===== config.mk =====
export PLATFORM = sky130hd
export DESIGN_NAME = dsvm_ctrl
export DESIGN_NICKNAME = d
export VERILOG_FILES = /design/src/hdl/dsvm_pkg.sv /design/src/hdl/dsvm_ctrl.sv
export SDC_FILE = /design/constraint.sdc
export NUM_CORES = 1
export LEC_CHECK = 0
export BUFFER_PORTS_ARGS = -buffer_cell sky130_fd_sc_hd__buf_2
export CAP_MARGIN = 20
export CORE_AREA = 2 2 39 41
export CTS_BUF_LIST = sky130_fd_sc_hd__clkbuf_2
export CTS_CLUSTER_SIZE = 14
export DETAILED_ROUTE_END_ITERATION = 16
export DIE_AREA = 0 0 41 43
export MAX_ROUTING_LAYER = met4
export PLACE_DENSITY = 0.56
export RECOVER_POWER = 25
export SYNTH_ARGS = -nofsm -noshare
export SYNTH_HDL_FRONTEND = slang
export SYNTH_SLANG_ARGS = --single-unit

===== constraint.sdc =====
create_clock -name clk -period 2.49 [get_ports clk]
set_clock_uncertainty 0.15 [all_clocks]
set_input_delay 0.249 -clock clk [delete_from_list [all_inputs] [get_ports clk]]
set_output_delay 0.249 -clock clk [all_outputs]
set_load 0.01 [all_outputs]

===== src/hdl/dsvm_pkg.sv =====
package dsvm_pkg;

  localparam int MAX_VOICES       = 16;
  localparam int VIDX_W           = $clog2(MAX_VOICES);
  localparam int SINE_TABLE_DEPTH = 1024;
  localparam int SIDX_W           = $clog2(SINE_TABLE_DEPTH + 1);
  localparam int FRAC_W           = $clog2(SINE_TABLE_DEPTH);
  localparam int SINE_W           = 15;
  localparam int LEVEL_W          = 16;
  localparam int SUM_W            = 32 + VIDX_W + 1;
  localparam int CHORD_VOICES     = 4;
  localparam int CHORD_W          = $clog2(CHORD_VOICES);

  localparam longint unsigned SAMPLE_RATE_CENTI = 64'd4410000;

  localparam logic [LEVEL_W-1:0] LEVEL_RESOLVE = 16'd16384;
  localparam logic [LEVEL_W-1:0] LEVEL_PLAIN   = 16'd9830;
  localparam logic [LEVEL_W-1:0] LEVEL_CHORD   = 16'd19661;
  localparam logic [LEVEL_W-1:0] LEVEL_FREE    = 16'd66;

  typedef enum logic [1:0] {
    FUNC_TICK  = 2'd0,
    FUNC_NOTE  = 2'd1,
    FUNC_CHORD = 2'd2
  } func_t;

  typedef enum logic [1:0] {
    KIND_PLAIN   = 2'd0,
    KIND_RESOLVE = 2'd1,
    KIND_CHORD   = 2'd2
  } kind_t;

  typedef enum logic [2:0] {
    S_FILL,
    S_IDLE,
    S_CHORD,
    S_WALK,
    S_DRAIN1,
    S_DRAIN2,
    S_SCALE,
    S_OUT
  } state_t;

  typedef struct packed {
    logic fill_step;
    logic start_note;
    logic start_chord;
    logic chord_clear;
    logic walk_step;
    logic clear_sum;
    logic scale;
    logic out_load;
    logic in_ready;
  } cmd_t;

  typedef struct packed {
    logic fill_done;
    logic walk_last;
    logic chord_last;
    logic out_busy;
    logic enabled;
  } sts_t;

  typedef logic [31:0] step_tab15_t [15];
  typedef logic [31:0] step_tab4_t [CHORD_VOICES];
  typedef logic [15:0] decay_tab_t [4];
  typedef logic [SINE_W-1:0] sine_tab_t [SINE_TABLE_DEPTH+1];

  function automatic logic [31:0] step_for(input longint unsigned centihz);
    longint unsigned r;
    r = ((centihz << 32) + SAMPLE_RATE_CENTI / 2) / SAMPLE_RATE_CENTI;
    return r[31:0];
  endfunction

  function automatic step_tab15_t build_scale();
    step_tab15_t t;
    t[0]  = step_for(13081); t[1]  = step_for(14683); t[2]  = step_for(16481);
    t[3]  = step_for(19600); t[4]  = step_for(22000); t[5]  = step_for(26163);
    t[6]  = step_for(29366); t[7]  = step_for(32963); t[8]  = step_for(39200);
    t[9]  = step_for(44000); t[10] = step_for(52325); t[11] = step_for(58733);
    t[12] = step_for(65925); t[13] = step_for(78399); t[14] = step_for(88000);
    return t;
  endfunction

  function automatic step_tab4_t build_chord();
    step_tab4_t t;
    t[0] = step_for(52325); t[1] = step_for(65925);
    t[2] = step_for(78399); t[3] = step_for(104650);
    return t;
  endfunction

  function automatic longint unsigned mul_q30(input longint unsigned a,
                                              input longint unsigned b);
    return (a * b) >> 30;
  endfunction

  function automatic sine_tab_t build_sine();
    sine_tab_t tab;
    longint unsigned t, u, p, s;
    for (int i = 0; i <= SINE_TABLE_DEPTH; i++) begin
      t = (longint'(i) << 30) / SINE_TABLE_DEPTH;
      u = mul_q30(t, t);
      p = 64'd5026993 - mul_q30(u, 64'd172271);
      p = 64'd85569306 - mul_q30(u, p);
      p = 64'd693598668 - mul_q30(u, p);
      p = 64'd1686629713 - mul_q30(u, p);
      s = (mul_q30(t, p) + 64'd16384) >> 15;
      if (s > 64'd32767) s = 64'd32767;
      tab[i] = s[SINE_W-1:0];
    end
    return tab;
  endfunction

  localparam step_tab15_t SCALE_STEP = build_scale();
  localparam step_tab4_t  CHORD_STEP = build_chord();
  localparam decay_tab_t  DECAY_Q16  = '{16'd64553, 16'd65012, 16'd65339, 16'd0};
  localparam sine_tab_t   SINE_ROM   = build_sine();

endpackage


===== src/hdl/dsvm_ctrl.sv =====
module dsvm_ctrl (
  input  logic          clk,
  input  logic          rst,
  input  logic          s_tvalid,
  input  logic [1:0]    s_tuser,
  input  dsvm_pkg::sts_t sts,
  output dsvm_pkg::cmd_t cmd
);
  import dsvm_pkg::*;

  state_t state, state_next;

  always_ff @(posedge clk) begin
    if (rst) begin
      state <= S_FILL;
    end else begin
      state <= state_next;
    end
  end

  always_comb begin
    state_next = state;
    cmd = '0;
    case (state)
      S_FILL: begin
        cmd.fill_step = 1'b1;
        if (sts.fill_done) state_next = S_IDLE;
      end
      S_IDLE: begin
        cmd.in_ready = 1'b1;
        cmd.chord_clear = 1'b1;
        if (s_tvalid) begin
          case (s_tuser)
            FUNC_TICK: begin
              cmd.clear_sum = 1'b1;
              state_next = S_WALK;
            end
            FUNC_NOTE: cmd.start_note = sts.enabled;
            FUNC_CHORD: if (sts.enabled) state_next = S_CHORD;
            default: ;
          endcase
        end
      end
      S_CHORD: begin
        cmd.start_chord = 1'b1;
        if (sts.chord_last) state_next = S_IDLE;
      end
      S_WALK: begin
        cmd.walk_step = 1'b1;
        if (sts.walk_last) state_next = S_DRAIN1;
      end
      S_DRAIN1: state_next = S_DRAIN2;
      S_DRAIN2: state_next = S_SCALE;
      S_SCALE: begin
        cmd.scale = 1'b1;
        state_next = S_OUT;
      end
      S_OUT: begin
        if (!sts.out_busy) begin
          cmd.out_load = 1'b1;
          state_next = S_IDLE;
        end
      end
      default: state_next = S_IDLE;
    endcase
  end

endmodule


### After elaboration in Yosys (flattened, before gate mapping)

Cells that the tools add are included.

| storage, ports and cells | value |
|---|---|
| input port bits | 10 |
| logic and storage cells | 41 |
| flip-flop bits (word level) | 3 |
| output and inout bits | 9 |

| cells by class | value |
|---|---|
| mux-type cells | 21 |
| reduce and logical (&&, ||, !) cells | 3 |
| equal/unequal tests | 16 |

Operators with widths:

| kind | count |
|---|---|
| $pmux W3 S8 | 1 |
| $mux W3 | 6 |
| $mux W1 | 13 |
| $eq A3 B3 Y1 const B | 4 |
| $ne A2 B2 Y1 const B | 5 |
| $reduce_and A7 Y1 | 1 |
| $eq A3 B2 Y1 const B | 2 |
| $pmux W3 S2 | 1 |
| $eq A3 B1 Y1 const B | 1 |
| $logic_not A3 Y1 | 1 |
| $ne A3 B1 Y1 const B | 1 |
| $ne A3 B3 Y1 const B | 1 |
| $eq A2 B1 Y1 const B | 1 |
| $eq A2 B2 Y1 const B | 1 |
| $logic_not A2 Y1 | 1 |

### Logic depth before layout (Yosys ltp)

| depth | value |
|---|---|
| depth in word-level cells | 4 |
| gate-level depth with buffers | 5 |
| gate-level depth less buffers | 4 |

### Worst setup path before layout

OpenSTA, ideal clock, no wires.

| path | value |
|---|---|
| path type | register to output |
| start point | register state[1] |
| end point | output cmd[7] (netlist name) |
| arrival time | 1229 ps |
| cell stages (with the launch flop) | 5 |
| path buffers | 1 |
| path slack | 862 ps |
| data required time | 2091 ps |
| cells stage by stage | dfxtp_1 buf_6 or3b_4 nor3b_1 and3_1 |

RTL lines:

| item | line | text |
|---|---|---|
| from (decl) | dsvm_ctrl.sv:11 | `state_t state, state_next;` |
| from (signal assigned) | dsvm_ctrl.sv:17 | `state <= state_next;` |
| to (decl) | dsvm_ctrl.sv:7 | `output dsvm_pkg::cmd_t cmd` |

==> flow_summary.yaml <==
sta:
  drv_slew: 0
  slew_headroom_pct: 72.1
  max_freq_ghz: 0.472
  hold_ws_ns: 0.104
  setup_viol: 0
  max_slew.worst_pin.slew_ns: 0.414
  timing.final.crit_share_pct: 85.0
  fin_crit_ns: 2.12
  fin_tns_setup_ns: 0
  rsz0062_at_grt: "false"
  hold_viol_final: 0
floorplanning:
  die_w_um: 41
  initial_core_util_pct: 23.2
  ioPinCount: 19
  dieArea_sq_mm: 0.00176
  std_cell_rows: 14
  die_y_um: 43
  design.core.area_sq_mm: 0.00138
global_routing:
  grt_pass1_wl_um: 1100
  grt_max_degree: 14
  grt_usage_pct: 9.13
  antenna_found_initial: 0
  grt_pass1_vias: 291
  overflow: 0
power_and_ir_drop:
  power_density_mw_per_mm2: 793
  combPwrFrac_pct: 52.9
  power_leakage_uw: 0.000208
  peakVddDrop_mv: 0.265
  p_seq_share_pct: 27.6
  total_power_uw: 338
  switching_share_pct: 40.1
  p_switching_uw: 135
  pwr-share-clk_pct: 19.6
  p_int_uw: 202
cts:
  clk_path_buf_depth: 2
  clockRootBuffer: "clkbuf_2"
  htreeDepth: 1
  clk_latency_ns: 0.20
  cts_resized: 0
  hold_buffers: 0
  cts_inserted_buffers: 3
  cts.sinks: 3
  cts.clk_slew.worst_paths_ns: 0.04
  postCtsSetupBuffers: 0
  tritoncts: "yes"
drt:
  viasPerCell: 4.51
  wl_um: 738
  drt-initial-drc-count: 1
  drcViolationCount: 0
  vias: 338
  drt_pass1_iterations: 2
  wl_per_cell_um: 9.84
  detail-route-antenna-nets: 0
logic_synthesis:
  avgSynthCellArea_sq_um: 8.04
  ys_types: 27
  yosysTopAreaCell: "dfxtp_1"
  synth_area_sq_um: 322
  async_flop_share_pct: 0
  synthTopCellsByArea: "dfxtp_1 19%, nor3b_1 7.0%, a31oi_4 6.6%, buf_4 4.7%, mux2_4 4.7%"
  synth-edff-count: 0
  seq_area_frac_synth_pct: 18.7
  ys_warn_count: 0
  ys_ff_latch: 3
  syn_nets: 50
  synth_top_cell_area_share_pct: 18.7
  synthFlopType: "dfxtp_1"
  synthCells: 40
placed_design:
  place_inst: 71
  hpwl_um: 574
  port_buffers: 18
  gp_congestion: 0.697
final_layout:
  fin_cells: 75
  final_core_utilization_pct: 30.7
  diodes: 0
  largest_register_ffs: 3
  area_delta_synth_final_pct: 32.3
  top_regs: "state x3"
  top_register: "state"
  drive_gt1_share_pct: 47.5
  fin_nets: 70
setup_path:
  rr_startpoint: "state[0]"
  r2r_cells: 4
  cp-start-kind: "flip-flop"
  crit_fanout: 13
  cp.required_ns: 2.09
  cp-startpoint: "state[0]"
  cp.arrival_ns: 1.72
  reg2reg_slack_ns: 0.70
  setup.worst_path.class: "flip-flop to output pin"
  end_kind: "output pin"
hold_path:
  hold_path_class: "input pin to flip-flop"
  min-delay-start: "rst"
  holdPathStages: 2
run:
  cap_viol_max_count: 0
outcome:
  status: "complete, no violations"
==> power by group through the flow <==
stage                     combinational [uW]  clock [uW]  sequential (uW)
after detailed placement                 184           0             93.5
final                                    178        66.0             93.1
after CTS                                184        70.9             93.0
after global routing                     196        74.8              100
after floorplan                          177           0             68.1
after global placement                   183           0             92.3
==> cells in the final DEF (no fill, tap or decap), types with 2 or more instances in the layout <==
| cell type | synthesis | routed |
|---|---|---|
| nor3b_1 | 3 | 3 |
| nor2_1 | 3 | 3 |
| clkbuf_2 | 0 | 4 |
| inv_1 | 2 | 2 |
| clkbuf_1 | 0 | 2 |
| nor4_1 | 2 | 2 |
| dfxtp_1 | 3 | 3 |
| buf_2 | 1 | 16 |
| o21ai_0 | 2 | 2 |
| nor2b_1 | 2 | 2 |
| nand2_1 | 2 | 2 |
| nand3_1 | 2 | 2 |
==> cell usage after synthesis, types with 2 or more instances <==
master,instances
nor4_1,2
nand3_1,2
buf_4,2
nand2_1,2
inv_1,2
dfxtp_1,3
o21ai_0,2
nor3b_1,3
nor2_1,3
nor2b_1,2
==> path summary, 6_finish.rpt <==
kind,end
setup / recovery,cmd[7]
hold / removal,state[2]
setup reg to reg,state[0]
hold reg to reg,state[1]
==> critical path, cell delays in order (launching register included) <==
cell and delay [ns]:
dfxtp_1 0.54, or3b_4 0.46, nor3b_1 0.23, and3_1 0.18
buf_2 0.12
==> logic make-up (layout without fill, tap and decap cells) <==
group	after synthesis	after routing	synth area share [%]
simple gates	21	21	39.3
compound gates	8	8	21.8
buf+inv	6	25	12.1
flops	3	3	18.7
mux	2	2	8.17
==> layout make-up <==
class	count	area [sq um]
multi-input combinational	31	223
tap	16	20.0
clock buffer	4	20.0
sequential	3	60.1
inverter	2	7.51
timing repair buffer	19	95.1
fill	158	958
==> layer usage <==
metal / up-vias / wire, um / GRT usage (%)
li1: 183 / - / -
met1: 142 / 356 / 13.4
met2: 13 / 328 / 11.9
met3: 0 / 53 / 3.14
met4: 0 / 0 / 2.00
met5: - / 0 / -
==> per-stage QoR <==
step | area [sq um] | setup WS (ns)
global placement | 408 | 0.606
floorplan | 322 | 0.862
CTS | 428 | 0.353
global route | 425 | 0.227
detailed placement | 408 | 0.587
finish | 425 | 0.374
Power figures use the tool's default switching activity.
